File: src/sv/lbs_pkg.sv
// ----------------------------------------------------------------------------
// lbs_pkg
// Shared types and constants of the LED blink sequencer: tick width, phase
// and command codes, and the command/status bundles between the controller
// and the datapath.
// ----------------------------------------------------------------------------
package lbs_pkg;

    // Width of the free-running tick counter that stamps each item.
    localparam int TICK_WIDTH = 32;
    // Fixed widths of the configuration and result fields.
    localparam int PERIOD_W   = 32;
    localparam int LIMIT_W    = 32;
    localparam int BLINK_W    = 8;
    localparam int CNT_W      = BLINK_W + 1;
    localparam int CFG_DATA_W = 32;
    localparam int CFG_IDX_W  = 2;
    // Elapsed time and wait limit are compared at the wider of the two widths.
    localparam int CMP_W      = (TICK_WIDTH > LIMIT_W) ? TICK_WIDTH : LIMIT_W;
    // One quotient bit per divider step.
    localparam int DIV_STEPS  = PERIOD_W;
    localparam int DIV_CNT_W  = $clog2(DIV_STEPS + 1);

    typedef logic [TICK_WIDTH-1:0] t_tick;

    typedef enum logic [1:0] {
        PH_IDLE       = 2'd0,
        PH_WAIT_ON    = 2'd1,
        PH_WAIT_OFF   = 2'd2,
        PH_WAIT_DELAY = 2'd3
    } t_phase;

    typedef enum logic [1:0] {
        MODE_UPDATE = 2'd0,
        MODE_START  = 2'd1,
        MODE_STOP   = 2'd2
    } t_mode;

    typedef enum logic [CFG_IDX_W-1:0] {
        CFG_BLINK_COUNT    = 2'd0,
        CFG_PATTERN_PERIOD = 2'd1,
        CFG_REPEAT_DELAY   = 2'd2,
        CFG_REPEAT_ENABLE  = 2'd3
    } t_cfg_reg;

    typedef enum logic [1:0] {
        S_IDLE,
        S_EXEC,
        S_DIV,
        S_DONE
    } t_ctrl_state;

    // Commands from the controller to the datapath.
    typedef struct packed {
        logic capture;  // register the accepted item
        logic exec;     // apply the item to the run state
        logic load;     // write the divided pattern into the run state
        logic emit;     // load the output register
    } t_dp_cmd;

    // Status from the datapath to the controller.
    typedef struct packed {
        logic need_div;  // the item needs the pattern interval computed
        logic div_done;  // the divider holds its final quotient
        logic out_free;  // the output register can take a new result
    } t_dp_status;

endpackage

File: src/sv/lbs_ctrl.sv
// ----------------------------------------------------------------------------
// lbs_ctrl
// Sequencing state machine: takes one item, has the datapath apply it, waits
// for the divider when a pattern of nonzero blinks is loaded, and hands the result on.
// ----------------------------------------------------------------------------
module lbs_ctrl (
    input  logic               i_clk,
    input  logic               i_rst_n,
    input  logic               i_valid,
    input  lbs_pkg::t_dp_status i_status,
    output lbs_pkg::t_dp_cmd   o_cmd,
    output logic               o_in_ready
);
    import lbs_pkg::*;

    t_ctrl_state r_state;
    t_ctrl_state n_state;

    always_ff @(posedge i_clk) begin
        if (!i_rst_n) begin
            r_state <= S_IDLE;
        end else begin
            r_state <= n_state;
        end
    end

    always_comb begin
        n_state    = r_state;
        o_cmd      = '0;
        o_in_ready = 1'b0;
        unique case (r_state)
            S_IDLE: begin
                o_in_ready = 1'b1;
                if (i_valid) begin
                    o_cmd.capture = 1'b1;
                    n_state       = S_EXEC;
                end
            end
            S_EXEC: begin
                o_cmd.exec = 1'b1;
                n_state    = i_status.need_div ? S_DIV : S_DONE;
            end
            S_DIV: begin
                if (i_status.div_done) begin
                    o_cmd.load = 1'b1;
                    n_state    = S_DONE;
                end
            end
            S_DONE: begin
                if (i_status.out_free) begin
                    o_cmd.emit = 1'b1;
                    n_state    = S_IDLE;
                end
            end
        endcase
    end

endmodule

File: src/sv/lbs_datapath.sv
// ----------------------------------------------------------------------------
// lbs_datapath
// Configuration registers, run state, elapsed-time compare, restoring divider
// for the step interval, and the output register.
// ----------------------------------------------------------------------------
module lbs_datapath (
    input  logic                          i_clk,
    input  logic                          i_rst_n,
    input  lbs_pkg::t_dp_cmd              i_cmd,
    output lbs_pkg::t_dp_status           o_status,
    input  logic [1:0]                    i_mode,
    input  logic [31:0]                   i_now_ticks,
    input  logic                          i_cfg_we,
    input  logic [lbs_pkg::CFG_IDX_W-1:0] i_cfg_index,
    input  logic [lbs_pkg::CFG_DATA_W-1:0] i_cfg_data,
    input  logic                          i_stall,
    output logic                          o_valid,
    output logic                          o_led_level,
    output logic                          o_led_changed,
    output logic [1:0]                    o_phase,
    output logic [8:0]                    o_transitions_left
);
    import lbs_pkg::*;

    // Configuration registers.
    logic [BLINK_W-1:0]  r_cfg_blinks;
    logic [PERIOD_W-1:0] r_cfg_period;
    logic [LIMIT_W-1:0]  r_cfg_delay;
    logic                r_cfg_repeat;

    // Captured item.
    logic [1:0] r_mode;
    t_tick      r_now;
    logic       r_led_before;

    // Run state.
    t_phase             r_phase,      n_phase;
    logic [CNT_W-1:0]   r_remaining,  n_remaining;
    logic [LIMIT_W-1:0] r_wait_limit, n_wait_limit;
    t_tick              r_last_stamp, n_last_stamp;
    logic               r_led,        n_led;

    // Divider.
    logic [DIV_CNT_W-1:0] r_div_cnt;
    logic [CNT_W-1:0]     r_div_rem;
    logic [PERIOD_W-1:0]  r_div_quo;
    logic [CNT_W:0]       div_trial;
    logic                 div_ge;

    // Output register.
    logic               r_o_valid;
    logic               r_o_led;
    logic               r_o_changed;
    t_phase             r_o_phase;
    logic [CNT_W-1:0]   r_o_remaining;

    logic [CNT_W-1:0] pattern_len;
    logic             blinks_zero;
    t_tick            elapsed;
    logic             timed;
    logic [CNT_W-1:0] rem_dec;
    logic             step_take;
    logic             need_load;

    always_ff @(posedge i_clk) begin
        if (!i_rst_n) begin
            r_cfg_blinks <= '0;
            r_cfg_period <= '0;
            r_cfg_delay  <= '0;
            r_cfg_repeat <= 1'b0;
        end else if (i_cfg_we) begin
            unique case (i_cfg_index)
                CFG_BLINK_COUNT:    r_cfg_blinks <= i_cfg_data[BLINK_W-1:0];
                CFG_PATTERN_PERIOD: r_cfg_period <= i_cfg_data[PERIOD_W-1:0];
                CFG_REPEAT_DELAY:   r_cfg_delay  <= i_cfg_data[LIMIT_W-1:0];
                CFG_REPEAT_ENABLE:  r_cfg_repeat <= i_cfg_data[0];
            endcase
        end
    end

    always_ff @(posedge i_clk) begin
        if (i_cmd.capture) begin
            r_mode       <= i_mode;
            r_now        <= TICK_WIDTH'(i_now_ticks);
            r_led_before <= r_led;
        end
    end

    assign pattern_len = {r_cfg_blinks, 1'b0};
    assign blinks_zero = (r_cfg_blinks == '0);
    assign elapsed     = r_now - r_last_stamp;
    assign timed       = (CMP_W'(elapsed) >= CMP_W'(r_wait_limit));
    assign rem_dec     = (r_remaining != '0) ? r_remaining - 1'b1 : '0;
    assign step_take   = (r_mode == MODE_UPDATE) && (r_phase != PH_IDLE) && timed;

    // A start always reloads; a timed step reloads at the end of a delay, or
    // at the end of a pattern that repeats without a delay.
    assign need_load = (r_mode == MODE_START) ||
                       (step_take && ((r_phase == PH_WAIT_DELAY) ||
                                      ((r_phase == PH_WAIT_OFF) && (rem_dec == '0) &&
                                       r_cfg_repeat && (r_cfg_delay == '0))));

    always_comb begin
        n_phase      = r_phase;
        n_remaining  = r_remaining;
        n_wait_limit = r_wait_limit;
        n_last_stamp = r_last_stamp;
        n_led        = r_led;
        if (i_cmd.exec) begin
            if (r_mode == MODE_START) begin
                n_last_stamp = r_now;
            end else if (r_mode == MODE_STOP) begin
                n_led        = 1'b0;
                n_phase      = PH_IDLE;
                n_remaining  = '0;
                n_wait_limit = '0;
                n_last_stamp = '0;
            end else if (step_take) begin
                n_last_stamp = r_now;
                unique case (r_phase)
                    PH_WAIT_ON: begin
                        n_led       = 1'b1;
                        n_remaining = rem_dec;
                        n_phase     = PH_WAIT_OFF;
                    end
                    PH_WAIT_OFF: begin
                        n_led       = 1'b0;
                        n_remaining = rem_dec;
                        if (rem_dec != '0) begin
                            n_phase = PH_WAIT_ON;
                        end else if (!r_cfg_repeat) begin
                            n_phase = PH_IDLE;
                        end else if (r_cfg_delay != '0) begin
                            n_wait_limit = r_cfg_delay;
                            n_phase      = PH_WAIT_DELAY;
                        end
                    end
                    PH_WAIT_DELAY, PH_IDLE: begin
                    end
                endcase
            end
            // A pattern of zero blinks is loaded without dividing.
            if (need_load && blinks_zero) begin
                n_remaining  = '0;
                n_wait_limit = '0;
                n_phase      = PH_IDLE;
            end
        end
        if (i_cmd.load) begin
            n_remaining  = pattern_len;
            n_wait_limit = r_div_quo;
            n_phase      = PH_WAIT_ON;
        end
    end

    always_ff @(posedge i_clk) begin
        if (!i_rst_n) begin
            r_phase      <= PH_IDLE;
            r_remaining  <= '0;
            r_wait_limit <= '0;
            r_last_stamp <= '0;
            r_led        <= 1'b0;
        end else begin
            r_phase      <= n_phase;
            r_remaining  <= n_remaining;
            r_wait_limit <= n_wait_limit;
            r_last_stamp <= n_last_stamp;
            r_led        <= n_led;
        end
    end

    // Restoring divider: one quotient bit per cycle, period / pattern_len.
    assign div_trial = {r_div_rem, r_div_quo[PERIOD_W-1]};
    assign div_ge    = (div_trial >= {1'b0, pattern_len});

    always_ff @(posedge i_clk) begin
        if (!i_rst_n) begin
            r_div_cnt <= '0;
        end else if (i_cmd.exec && need_load && !blinks_zero) begin
            r_div_cnt <= DIV_CNT_W'(DIV_STEPS);
        end else if (r_div_cnt != '0) begin
            r_div_cnt <= r_div_cnt - 1'b1;
        end
    end

    always_ff @(posedge i_clk) begin
        if (i_cmd.exec) begin
            r_div_rem <= '0;
            r_div_quo <= r_cfg_period;
        end else if (r_div_cnt != '0) begin
            r_div_rem <= div_ge ? CNT_W'(div_trial - {1'b0, pattern_len})
                                : CNT_W'(div_trial);
            r_div_quo <= {r_div_quo[PERIOD_W-2:0], div_ge};
        end
    end

    // Output register.
    always_ff @(posedge i_clk) begin
        if (!i_rst_n) begin
            r_o_valid <= 1'b0;
        end else if (i_cmd.emit) begin
            r_o_valid <= 1'b1;
        end else if (!i_stall) begin
            r_o_valid <= 1'b0;
        end
    end

    always_ff @(posedge i_clk) begin
        if (i_cmd.emit) begin
            r_o_led       <= r_led;
            r_o_changed   <= (r_led != r_led_before);
            r_o_phase     <= r_phase;
            r_o_remaining <= r_remaining;
        end
    end

    assign o_status.need_div = need_load && !blinks_zero;
    assign o_status.div_done = (r_div_cnt == '0);
    assign o_status.out_free = !r_o_valid || !i_stall;

    assign o_valid            = r_o_valid;
    assign o_led_level        = r_o_led;
    assign o_led_changed      = r_o_changed;
    assign o_phase            = 2'(r_o_phase);
    assign o_transitions_left = r_o_remaining;

endmodule

File: src/sv/led_blink_sequencer.sv
// ----------------------------------------------------------------------------
// led_blink_sequencer
// Divide: a start or restart with a nonzero blink count waits on the 32-step
//   divider; other items do not.
// Throughput: one item at a time; the next item can be taken only after the
//   result is loaded into the output register.
// Reset: synchronous, active low; LED off, phase idle, config and run state zero.
// ----------------------------------------------------------------------------
// Each item is a command (update, start or stop) stamped with the current
// value of a free-running tick counter. A start records the stamp and loads
// twice the blink count as the number of LED transitions left; the wait
// between transitions is the pattern period divided by that number. Each
// update whose wrapped elapsed time has reached the wait limit takes a
// timed step: the LED toggles and the count drops. At the end of a pattern
// the block goes idle, or in repeat mode waits the repeat delay (if set) and
// loads the pattern again. A stop switches the LED off and clears the run
// state. Every item yields exactly one result that reports the state after
// the item.
//
// The controller walks each item through capture, execution, an optional
// divide and delivery. The divider is a restoring divider that produces one
// quotient bit per cycle, so any item that loads a pattern with a nonzero
// blink count waits in the divide state until the quotient is complete. The
// output register holds a finished result while the downstream side stalls.
// ----------------------------------------------------------------------------
module led_blink_sequencer (
    input  logic        i_clk,
    input  logic        i_rst_n,
    // Input item channel.
    input  logic        i_valid,
    output logic        o_stall,
    input  logic [1:0]  i_mode,
    input  logic [31:0] i_now_ticks,
    // Result item channel.
    output logic        o_valid,
    input  logic        i_stall,
    output logic        o_led_level,
    output logic        o_led_changed,
    output logic [1:0]  o_phase,
    output logic [8:0]  o_transitions_left,
    // Configuration write port.
    input  logic        i_cfg_we,
    input  logic [1:0]  i_cfg_index,
    input  logic [31:0] i_cfg_data
);
    import lbs_pkg::*;

    t_dp_cmd    dp_cmd;
    t_dp_status dp_status;
    logic       in_ready;

    // The input side is ready only while the controller waits for an item.
    assign o_stall = !in_ready;

    lbs_ctrl u_ctrl (
        .i_clk      (i_clk),
        .i_rst_n    (i_rst_n),
        .i_valid    (i_valid),
        .i_status   (dp_status),
        .o_cmd      (dp_cmd),
        .o_in_ready (in_ready)
    );

    lbs_datapath u_datapath (
        .i_clk              (i_clk),
        .i_rst_n            (i_rst_n),
        .i_cmd              (dp_cmd),
        .o_status           (dp_status),
        .i_mode             (i_mode),
        .i_now_ticks        (i_now_ticks),
        .i_cfg_we           (i_cfg_we),
        .i_cfg_index        (i_cfg_index),
        .i_cfg_data         (i_cfg_data),
        .i_stall            (i_stall),
        .o_valid            (o_valid),
        .o_led_level        (o_led_level),
        .o_led_changed      (o_led_changed),
        .o_phase            (o_phase),
        .o_transitions_left (o_transitions_left)
    );

endmodule

File: config.mk
export PLATFORM = sky130hd
export DESIGN_NAME = led_blink_sequencer
export DESIGN_NICKNAME = d
export VERILOG_FILES = /design/src/sv/lbs_pkg.sv /design/src/sv/lbs_ctrl.sv /design/src/sv/lbs_datapath.sv /design/src/sv/led_blink_sequencer.sv
export SDC_FILE = /design/constraint.sdc
export NUM_CORES = 1
export LEC_CHECK = 0
export BUFFER_PORTS_ARGS = -buffer_cell sky130_fd_sc_hd__buf_4
export CORE_MARGIN = 10
export CORE_UTILIZATION = 37
export DETAILED_ROUTE_END_ITERATION = 8
export HOLD_SLACK_MARGIN = 0.06
export SETUP_SLACK_MARGIN = 0.4
export SYNTH_ARGS = -nofsm -noshare
export SYNTH_HDL_FRONTEND = slang
export SYNTH_SLANG_ARGS = --single-unit
File: constraint.sdc
create_clock -name i_clk -period 4.6 [get_ports i_clk]
set_input_delay 1.38 -clock i_clk [delete_from_list [all_inputs] [get_ports i_clk]]
set_output_delay 1.38 -clock i_clk [all_outputs]
set_load 0.02 [all_outputs]
==> flow_metrics.env, run 1 <==
export IMPL_run_status="finished, violations left"
export IMPL_failing_checks="setup timing"
export IMPL_h_tree_depth=1
export IMPL_fp_coreArea_um2=35400
export IMPL_flip_flop_and_latch_count_after_synthesis=247
export IMPL_ys_warnings_count=0
export IMPL_register_area_share_after_synthesis_pct=43.5
export IMPL_antenna_diode_count=0
export IMPL_register_area_um2=5750
export IMPL_drtPass1Iterations=5
export IMPL_skew_ns=0.0220
export IMPL_antenna_found_initial=0
export IMPL_multiInputGateArea_um2=7110
export IMPL_route_final_wire_length_mm=36.7
export IMPL_initialDrtViolationCount=690
export IMPL_end_kind="flop"
export IMPL_critical_path_slowest_cell="sky130_fd_sc_hd__or4_4"
export IMPL_total_leakage_power_nw=6.40
export IMPL_gp_congestion=0.855
export IMPL_max_slew_worst_pin_slew_ns=1.22
export IMPL_max_freq_ghz=0.193
export IMPL_postSynth_asyncResetShare_pct=0
export IMPL_post_synth_top_area_fraction_pct=25.3
export IMPL_synthTopCellsByCount="sky130_fd_sc_hd__nand2_1 (171), sky130_fd_sc_hd__dfxtp_1 (167), sky130_fd_sc_hd__a21oi_1 (128), sky130_fd_sc_hd__inv_1 (101), sky130_fd_sc_hd__nor2_1 (89)"
export IMPL_cellPowerDensity_nw_per_um2=632
export IMPL_tritoncts_num_buffers=29
export IMPL_min_delay_path_class="reg2reg"
export IMPL_final_fill_count=3311
export IMPL_syn_to_final_growth_pct=25.3
export IMPL_worst_path_top_cell_family_by_delay="compound AO/OA/AOI/OAI gates"
export IMPL_fin_crit_sh_pct=113
export IMPL_post_drt_wl_per_cell_um=18.1
export IMPL_critical_path_start_type="flop"
export IMPL_synth_lib_cells_used_distinct=80
export IMPL_yosysMostFrequentCell="sky130_fd_sc_hd__nand2_1"
export IMPL_syn_cell_area_um2=13200
export IMPL_clock_latency_reported_for_the_late_side_of_the_worst_skew_pair_ns=0.58
export IMPL_via_count=10900
export IMPL_synth_avg_cell_area_um2=9.57
export IMPL_critical_path_max_fanout=6
export IMPL_ant_nets=0
export IMPL_synth_largest_area_cell="sky130_fd_sc_hd__dfxtp_1"
export IMPL_grt_setup_unrepaired="yes"
export IMPL_setup_viol_count_final=83
export IMPL_detailed_route_drc_error_count=0
export IMPL_cts_max_path_buffers=3
export IMPL_grt_ovfl_total=0
export IMPL_rows=69
export IMPL_synth_main_ff_cell="sky130_fd_sc_hd__dfxtp_1"
export IMPL_clk_root_buffer_cell="sky130_fd_sc_hd__clkbuf_16"
export IMPL_number_of_port_buffers=87
export IMPL_timing_critical_path_required_ns=5.04
export IMPL_final_hold_violation_count=0
export IMPL_postSynthCellCount=1380
export IMPL_first_pass_grt_wire_length_mm=58.2
export IMPL_maximum_number_of_pins_on_one_net_before_global_route_repair=95
export IMPL_final_period_minus_worst_setup_slack_ns=5.19
export IMPL_clock_sink_count=247
export IMPL_final_cell_area_um2=16500
export IMPL_design_die_area_um2=43700
export IMPL_postCtsHoldBufs=0
export IMPL_grtUsageTotal_pct=15.9
export IMPL_die_h_um=209
export IMPL_first_global_vias=10700
export IMPL_post_route_worst_setup_slack_ns=-0.593
export IMPL_worstPathArrival_ns=5.64
export IMPL_total_power_mw=10.4
export IMPL_vdd_ir_drop_worst_mv=0.325
export IMPL_slew_violations=0
export IMPL_fin_setup_tns_ns=-42.89
export IMPL_path_clk_slew_ns=0.06
export IMPL_worst_path_largest_cell_delay_ns=0.43
export IMPL_dieWidth_um=209
export IMPL_synth_top_cells_by_area="sky130_fd_sc_hd__dfxtp_1 (25%), sky130_fd_sc_hd__edfxtp_1 (18%), sky130_fd_sc_hd__ha_1 (8.1%), sky130_fd_sc_hd__nand2_1 (4.9%), sky130_fd_sc_hd__a21oi_1 (4.9%)"
export IMPL_syn_num_nets=1540
export IMPL_placement_cell_area_um2=14900
export IMPL_io_pin_count=88
export IMPL_finalNetCount=1702
export IMPL_route_detailed_vias_per_inst=5.37
export IMPL_cts_tree="done"
export IMPL_post_route_cells_drive_above_1_share_pct=25.2
export IMPL_critPathKind="reg2reg"
export IMPL_slew_hr_pct=18.5
export IMPL_cp_common_cell="sky130_fd_sc_hd__buf_4"
export IMPL_dp_hpwl_mm=24.9
export IMPL_drv_cap=0
export IMPL_synth_enable_flop_cells=80
export IMPL_holdWs_ns=0.453
export IMPL_path_buf_inv=9
export IMPL_effective_utilization_at_floorplan_pct=37.3
## routing by layer
layer | GRT usage [%] | wire length [µm] | up-vias
met1 | 21.7 | 17300 | 5272
met2 | 25.8 | 17000 | 212
met3 | 2.45 | 1560 | 52
li1 | - | - | 5338
met5 | 0 | 0 | -
met4 | 3.92 | 721 | 0
## logic make-up (layout without fill, tap and decap cells)
group | Yosys count | in the layout | synth area share, %
and+or+nand+nor | 423 | 423 | 15.1
AOI/OAI and AO/OA | 378 | 378 | 22.2
xor gates and xnor gates | 33 | 33 | 2.19
buffers and inverters | 176 | 361 | 5.60
DFF | 247 | 247 | 43.5
muxes | 36 | 36 | 3.03
adders and majority gates | 87 | 87 | 8.36
## worst reg2reg max path, stage by stage, from the launching register on
cell	delay [ns]
sky130_fd_sc_hd__edfxtp_1	0.38
sky130_fd_sc_hd__inv_1	0.07
sky130_fd_sc_hd__ha_2	0.17
sky130_fd_sc_hd__inv_2	0.04
sky130_fd_sc_hd__fa_2	0.34
sky130_fd_sc_hd__a211o_1	0.30
sky130_fd_sc_hd__a211oi_2	0.23
sky130_fd_sc_hd__buf_4	0.17
sky130_fd_sc_hd__o31ai_4	0.07
sky130_fd_sc_hd__a21bo_2	0.26
sky130_fd_sc_hd__buf_4	0.13
sky130_fd_sc_hd__buf_4	0.13
sky130_fd_sc_hd__a31o_4	0.22
sky130_fd_sc_hd__xor2_1	0.14
sky130_fd_sc_hd__ha_1	0.30
sky130_fd_sc_hd__nand4_1	0.09
sky130_fd_sc_hd__or4_4	0.43
sky130_fd_sc_hd__a311oi_2	0.21
sky130_fd_sc_hd__buf_4	0.16
sky130_fd_sc_hd__o31a_1	0.19
sky130_fd_sc_hd__or2_0	0.13
sky130_fd_sc_hd__buf_4	0.14
sky130_fd_sc_hd__a211oi_4	0.10
sky130_fd_sc_hd__buf_6	0.18
sky130_fd_sc_hd__clkbuf_16	0.17
sky130_fd_sc_hd__a221oi_4	0.25
sky130_fd_sc_hd__a211oi_2	0.07
## worst paths after layout
check,start,endpoint,slack [ns],cells after the start
setup / recovery,u_datapath.r_now[0]$_DFFE_PP_,u_datapath.r_wait_limit[22]$_SDFFE_PN0P_,-0.59,26
setup reg to reg,u_datapath.r_now[0]$_DFFE_PP_,u_datapath.r_wait_limit[22]$_SDFFE_PN0P_,-0.59,26
hold / removal,u_datapath.r_cfg_period[1]$_SDFFE_PN0P_,u_datapath.r_cfg_period[1]$_SDFFE_PN0P_,0.45,2
hold reg to reg,u_datapath.r_cfg_period[1]$_SDFFE_PN0P_,u_datapath.r_cfg_period[1]$_SDFFE_PN0P_,0.45,2
## power by group
| part | leakage, nW | switching, mW | internal (mW) |
|---|---|---|---|
| logic | 3.77 | 2.70 | 2.25 |
| registers | 2.16 | 0.321 | 2.86 |
| clock network | 0.471 | 0.939 | 1.38 |
| total | 6.40 | 3.96 | 6.49 |
## registers in the layout (all words and copies together), names as in the netlist
name and cells:
u_datapath.r_cfg_delay 32, u_datapath.r_cfg_period 32, u_datapath.r_div_quo 32, u_datapath.r_last_stamp 32, u_datapath.r_now 32, u_datapath.r_wait_limit 32
u_datapath.o_transitions_left 9, u_datapath.r_div_rem 9, u_datapath.r_remaining 9, u_datapath.r_cfg_blinks 8, u_datapath.r_div_cnt 6, u_ctrl.r_state 2
u_datapath.o_phase 2, u_datapath.r_mode 2, u_datapath.r_phase 2, u_datapath.o_led_changed 1, u_datapath.o_led_level 1, u_datapath.o_valid 1
u_datapath.r_cfg_repeat 1, u_datapath.r_led 1, u_datapath.r_led_before 1
## placed cells by master, fill, tap and decap left out, drive strengths merged, types with 5 or more instances in the layout
| cell type | n |
|---|---|
| a211o | 8 |
| a211oi | 44 |
| a21o | 19 |
| a21oi | 130 |
| a221oi | 38 |
| a31oi | 35 |
| and2 | 35 |
| and3 | 5 |
| buf | 201 |
| clkbuf | 44 |
| clkinv | 9 |
| dfxtp | 167 |
| edfxtp | 80 |
| ha | 85 |
| inv | 104 |
| mux2 | 32 |
| nand2 | 171 |
| nand2b | 8 |
| nand3 | 23 |
| nand4 | 14 |
| nor2 | 89 |
| nor2b | 7 |
| nor3 | 21 |
| nor4 | 13 |
| o211ai | 12 |
| o21a | 9 |
| o21ai | 24 |
| o311ai | 5 |
| o31ai | 5 |
| or2 | 9 |
| or3 | 6 |
| or4 | 5 |
| xnor2 | 20 |
| xor2 | 13 |
## per-stage QoR
step / setup WS, ns / instances / util [%]
floorplan: 0.00647 / 1380 / -
global placement: -0.573 / 1948 / 42.1
detailed placement: -0.637 / 1948 / 42.1
CTS: -0.560 / 2017 / 45.9
global route: -0.844 / 2026 / 46.7
finish: -0.593 / 2026 / 46.7
## final cells by class
| class | count | area share (%) |
|---|---|---|
| clock buffers | 41 | 4.84 |
| well taps | 461 | 3.49 |
| repair buffers | 204 | 10.7 |
| clock inverters | 13 | 0.938 |
| multi-input cells | 957 | 43.0 |
| inverters | 103 | 2.35 |
| flip-flops and latches | 247 | 34.7 |
## repair_timing
item | in CTS | in global routing
buffers inserted | 11 | 6
pin swaps | 4 | 11
endpoints found under the setup margin | 83 | 83
resized for setup | 29 | 26
gates cloned | 4 | 3
No activity file was read; power rests on OpenSTA's default activity.
==> run 2, diff against run 1 <==
--- a/config.mk
+++ b/config.mk
@@ -10,6 +10,7 @@
 export CORE_UTILIZATION = 37
 export DETAILED_ROUTE_END_ITERATION = 8
 export HOLD_SLACK_MARGIN = 0.06
+export RECOVER_POWER = 25
 export SETUP_SLACK_MARGIN = 0.4
 export SYNTH_ARGS = -nofsm -noshare
 export SYNTH_HDL_FRONTEND = slang
==> flow_metrics.env, run 2 (same netlist as run 1, synthesis figures left out) <==
export IMPL_path_clk_slew_ns=0.06
export IMPL_antenna_diode_count=0
export IMPL_grt_setup_unrepaired="yes"
export IMPL_slew_hr_pct=-20.1
export IMPL_min_delay_path_class="reg2reg"
export IMPL_dieWidth_um=209
export IMPL_placement_setup_worst_slack_ns=-0.637
export IMPL_fp_coreArea_um2=35400
export IMPL_clk_root_buffer_cell="sky130_fd_sc_hd__clkbuf_16"
export IMPL_final_hold_violation_count=0
export IMPL_syn_to_final_growth_pct=25.1
export IMPL_detailed_route_drc_error_count=0
export IMPL_critical_path_max_fanout=6
export IMPL_final_period_minus_worst_setup_slack_ns=5.20
export IMPL_maximum_number_of_pins_on_one_net_before_global_route_repair=95
export IMPL_h_tree_depth=1
export IMPL_via_count=10900
export IMPL_ant_nets=0
export IMPL_end_kind="flop"
export IMPL_number_of_port_buffers=87
export IMPL_regToRegStartpoint="u_datapath.r_now[0]$_DFFE_PP_"
export IMPL_vdd_ir_drop_worst_mv=0.325
export IMPL_hold_path_startpoint="u_datapath.r_cfg_period[28]$_SDFFE_PN0P_"
export IMPL_most_common_layout_cells="sky130_fd_sc_hd__nand2_1 (171), sky130_fd_sc_hd__dfxtp_1 (167), sky130_fd_sc_hd__buf_4 (151)"
export IMPL_rows=69
export IMPL_fin_cells=2026
export IMPL_critical_path_start_type="flop"
export IMPL_crit_reg2reg_capture="u_datapath.r_wait_limit[22]$_SDFFE_PN0P_"
export IMPL_setup_reg_to_reg_worst_slack_ns=-0.60
export IMPL_effective_utilization_at_floorplan_pct=37.3
export IMPL_dp_hpwl_mm=24.9
export IMPL_first_global_vias=10700
export IMPL_critPathKind="reg2reg"
export IMPL_slew_violations=33
export IMPL_max_freq_ghz=0.192
export IMPL_grt_ovfl_total=0
export IMPL_grtUsageTotal_pct=15.9
export IMPL_clock_latency_reported_for_the_late_side_of_the_worst_skew_pair_ns=0.58
export IMPL_timing_critical_path_required_ns=5.04
export IMPL_post_drt_wl_per_cell_um=18.1
export IMPL_tritoncts_num_buffers=29
export IMPL_placedCellCount=1948
export IMPL_clock_sink_count=247
export IMPL_cellPowerDensity_nw_per_um2=632
export IMPL_cts_max_path_buffers=3
export IMPL_total_leakage_power_nw=6.38
export IMPL_drtPass1Iterations=5
export IMPL_first_pass_grt_wire_length_mm=58.2
export IMPL_total_power_mw=10.4
export IMPL_max_slew_worst_pin_slew_ns=1.80
export IMPL_route_detailed_vias_per_inst=5.36
export IMPL_failing_checks="capacitance limit, slew limit, setup timing"
export IMPL_initialDrtViolationCount=711
export IMPL_setup_viol_count_final=83
export IMPL_timing_reg2reg_worst_path_depth=26
export IMPL_die_h_um=209
export IMPL_io_pin_count=88
export IMPL_layout_commonest_cell="sky130_fd_sc_hd__nand2_1"
export IMPL_post_route_worst_setup_slack_ns=-0.596
export IMPL_finalNetCount=1702
export IMPL_cts_tree="done"
export IMPL_post_route_cells_drive_above_1_share_pct=24.9
export IMPL_skew_ns=0.0191
export IMPL_holdPathStages=2
export IMPL_drv_cap=1
export IMPL_route_final_wire_length_mm=36.6
export IMPL_holdPathEnd="u_datapath.r_cfg_period[28]$_SDFFE_PN0P_"
export IMPL_gp_congestion=0.855
export IMPL_run_status="finished, violations left"
export IMPL_worstPathArrival_ns=5.64
export IMPL_antenna_found_initial=0
export IMPL_design_die_area_um2=43700
export IMPL_fin_crit_sh_pct=113
## run 2: cell types whose count changed in the layout (fill, tap and decap cells not counted)
cell | previous run | this run
sky130_fd_sc_hd__ha_1 | 83 | 84
sky130_fd_sc_hd__clkbuf_4 | 0 | 32
sky130_fd_sc_hd__and2_0 | 0 | 1
sky130_fd_sc_hd__buf_4 | 187 | 151
sky130_fd_sc_hd__and2_1 | 34 | 33
sky130_fd_sc_hd__clkbuf_1 | 9 | 13
sky130_fd_sc_hd__ha_2 | 2 | 1
## run 2: how the worst max path moves through the flow
stage	startpoint	endpoint	slack, ns
CTS	u_datapath.r_now[0]$_DFFE_PP_	u_datapath.r_wait_limit[9]$_SDFFE_PN0P_	-0.56
global route	u_datapath.r_now[0]$_DFFE_PP_	u_datapath.r_wait_limit[11]$_SDFFE_PN0P_	-0.84
global placement	u_datapath.r_now[0]$_DFFE_PP_	u_datapath.r_wait_limit[3]$_SDFFE_PN0P_	-0.57
floorplan	u_datapath.r_now[1]$_DFFE_PP_	u_datapath.r_remaining[1]$_SDFFE_PN0P_	0.006
detailed placement	u_datapath.r_now[0]$_DFFE_PP_	u_datapath.r_wait_limit[3]$_SDFFE_PN0P_	-0.64
finish	u_datapath.r_now[0]$_DFFE_PP_	u_datapath.r_wait_limit[22]$_SDFFE_PN0P_	-0.60
## run 2: power by group
group          total, mW  switching, mW  internal, mW
Combinational       4.95           2.70          2.25
Clock               2.32          0.937          1.38
Sequential          3.18          0.321          2.86
Total               10.4           3.96          6.49
## run 2: stage by stage
| stage | TNS (ns) | hold WS (ns) | util [%] | instance area (µm²) |
|---|---|---|---|---|
| CTS | -39.40 | 0.453 | 45.9 | 16300 |
| global route | -64.32 | 0.473 | 46.7 | 16500 |
| finish | -43.03 | 0.452 | 46.7 | 16500 |
| detailed placement | -45.01 | 0.445 | 42.1 | 14900 |
| floorplan | 0 | 0.406 | - | 13300 |
| global placement | -38.37 | 0.438 | 42.1 | 14900 |
## run 2: metal layers
layer	vias to the layer above	track usage [%]	share of wire (%)
met5	-	0	0
met4	0	3.92	2.0
met3	54	2.45	4.2
met2	211	25.8	47
met1	5268	21.7	47
li1	5333	-	-
## run 2: cell type report
type,instances,area [µm²]
Clock inverter,13,155
Sequential cell,247,5750
Timing Repair Buffer,204,1750
Fill cell,3316,18900
Multi-Input combinational cell,957,7110
Clock buffer,41,801
Inverter,103,389
Tap cell,461,577
## run 2: worst max-delay path, stage by stage (launching register included)
cell and delay, ns:
sky130_fd_sc_hd__edfxtp_1 0.38, sky130_fd_sc_hd__inv_1 0.07, sky130_fd_sc_hd__ha_2 0.17, sky130_fd_sc_hd__inv_2 0.04, sky130_fd_sc_hd__fa_2 0.34, sky130_fd_sc_hd__a211o_1 0.30
sky130_fd_sc_hd__a211oi_2 0.23, sky130_fd_sc_hd__buf_4 0.16, sky130_fd_sc_hd__o31ai_4 0.07, sky130_fd_sc_hd__a21bo_2 0.26, sky130_fd_sc_hd__buf_4 0.13, sky130_fd_sc_hd__buf_4 0.13
sky130_fd_sc_hd__a31o_4 0.22, sky130_fd_sc_hd__xor2_1 0.14, sky130_fd_sc_hd__ha_1 0.30, sky130_fd_sc_hd__nand4_1 0.09, sky130_fd_sc_hd__or4_4 0.43, sky130_fd_sc_hd__a311oi_2 0.21
sky130_fd_sc_hd__buf_4 0.16, sky130_fd_sc_hd__o31a_1 0.19, sky130_fd_sc_hd__or2_0 0.13, sky130_fd_sc_hd__buf_4 0.14, sky130_fd_sc_hd__a211oi_4 0.09, sky130_fd_sc_hd__buf_6 0.18
sky130_fd_sc_hd__clkbuf_16 0.16, sky130_fd_sc_hd__a221oi_4 0.24, sky130_fd_sc_hd__a211oi_2 0.07
## run 2: timing repair
action / in CTS / in global routing
pin swaps: 4 / 11
hold buffers: 0 / 0
resized for setup: 29 / 26
setup buffers: 11 / 6
setup endpoints to repair: 83 / 83
cloned: 4 / 3
endpoints found under the hold margin: 0 / 0
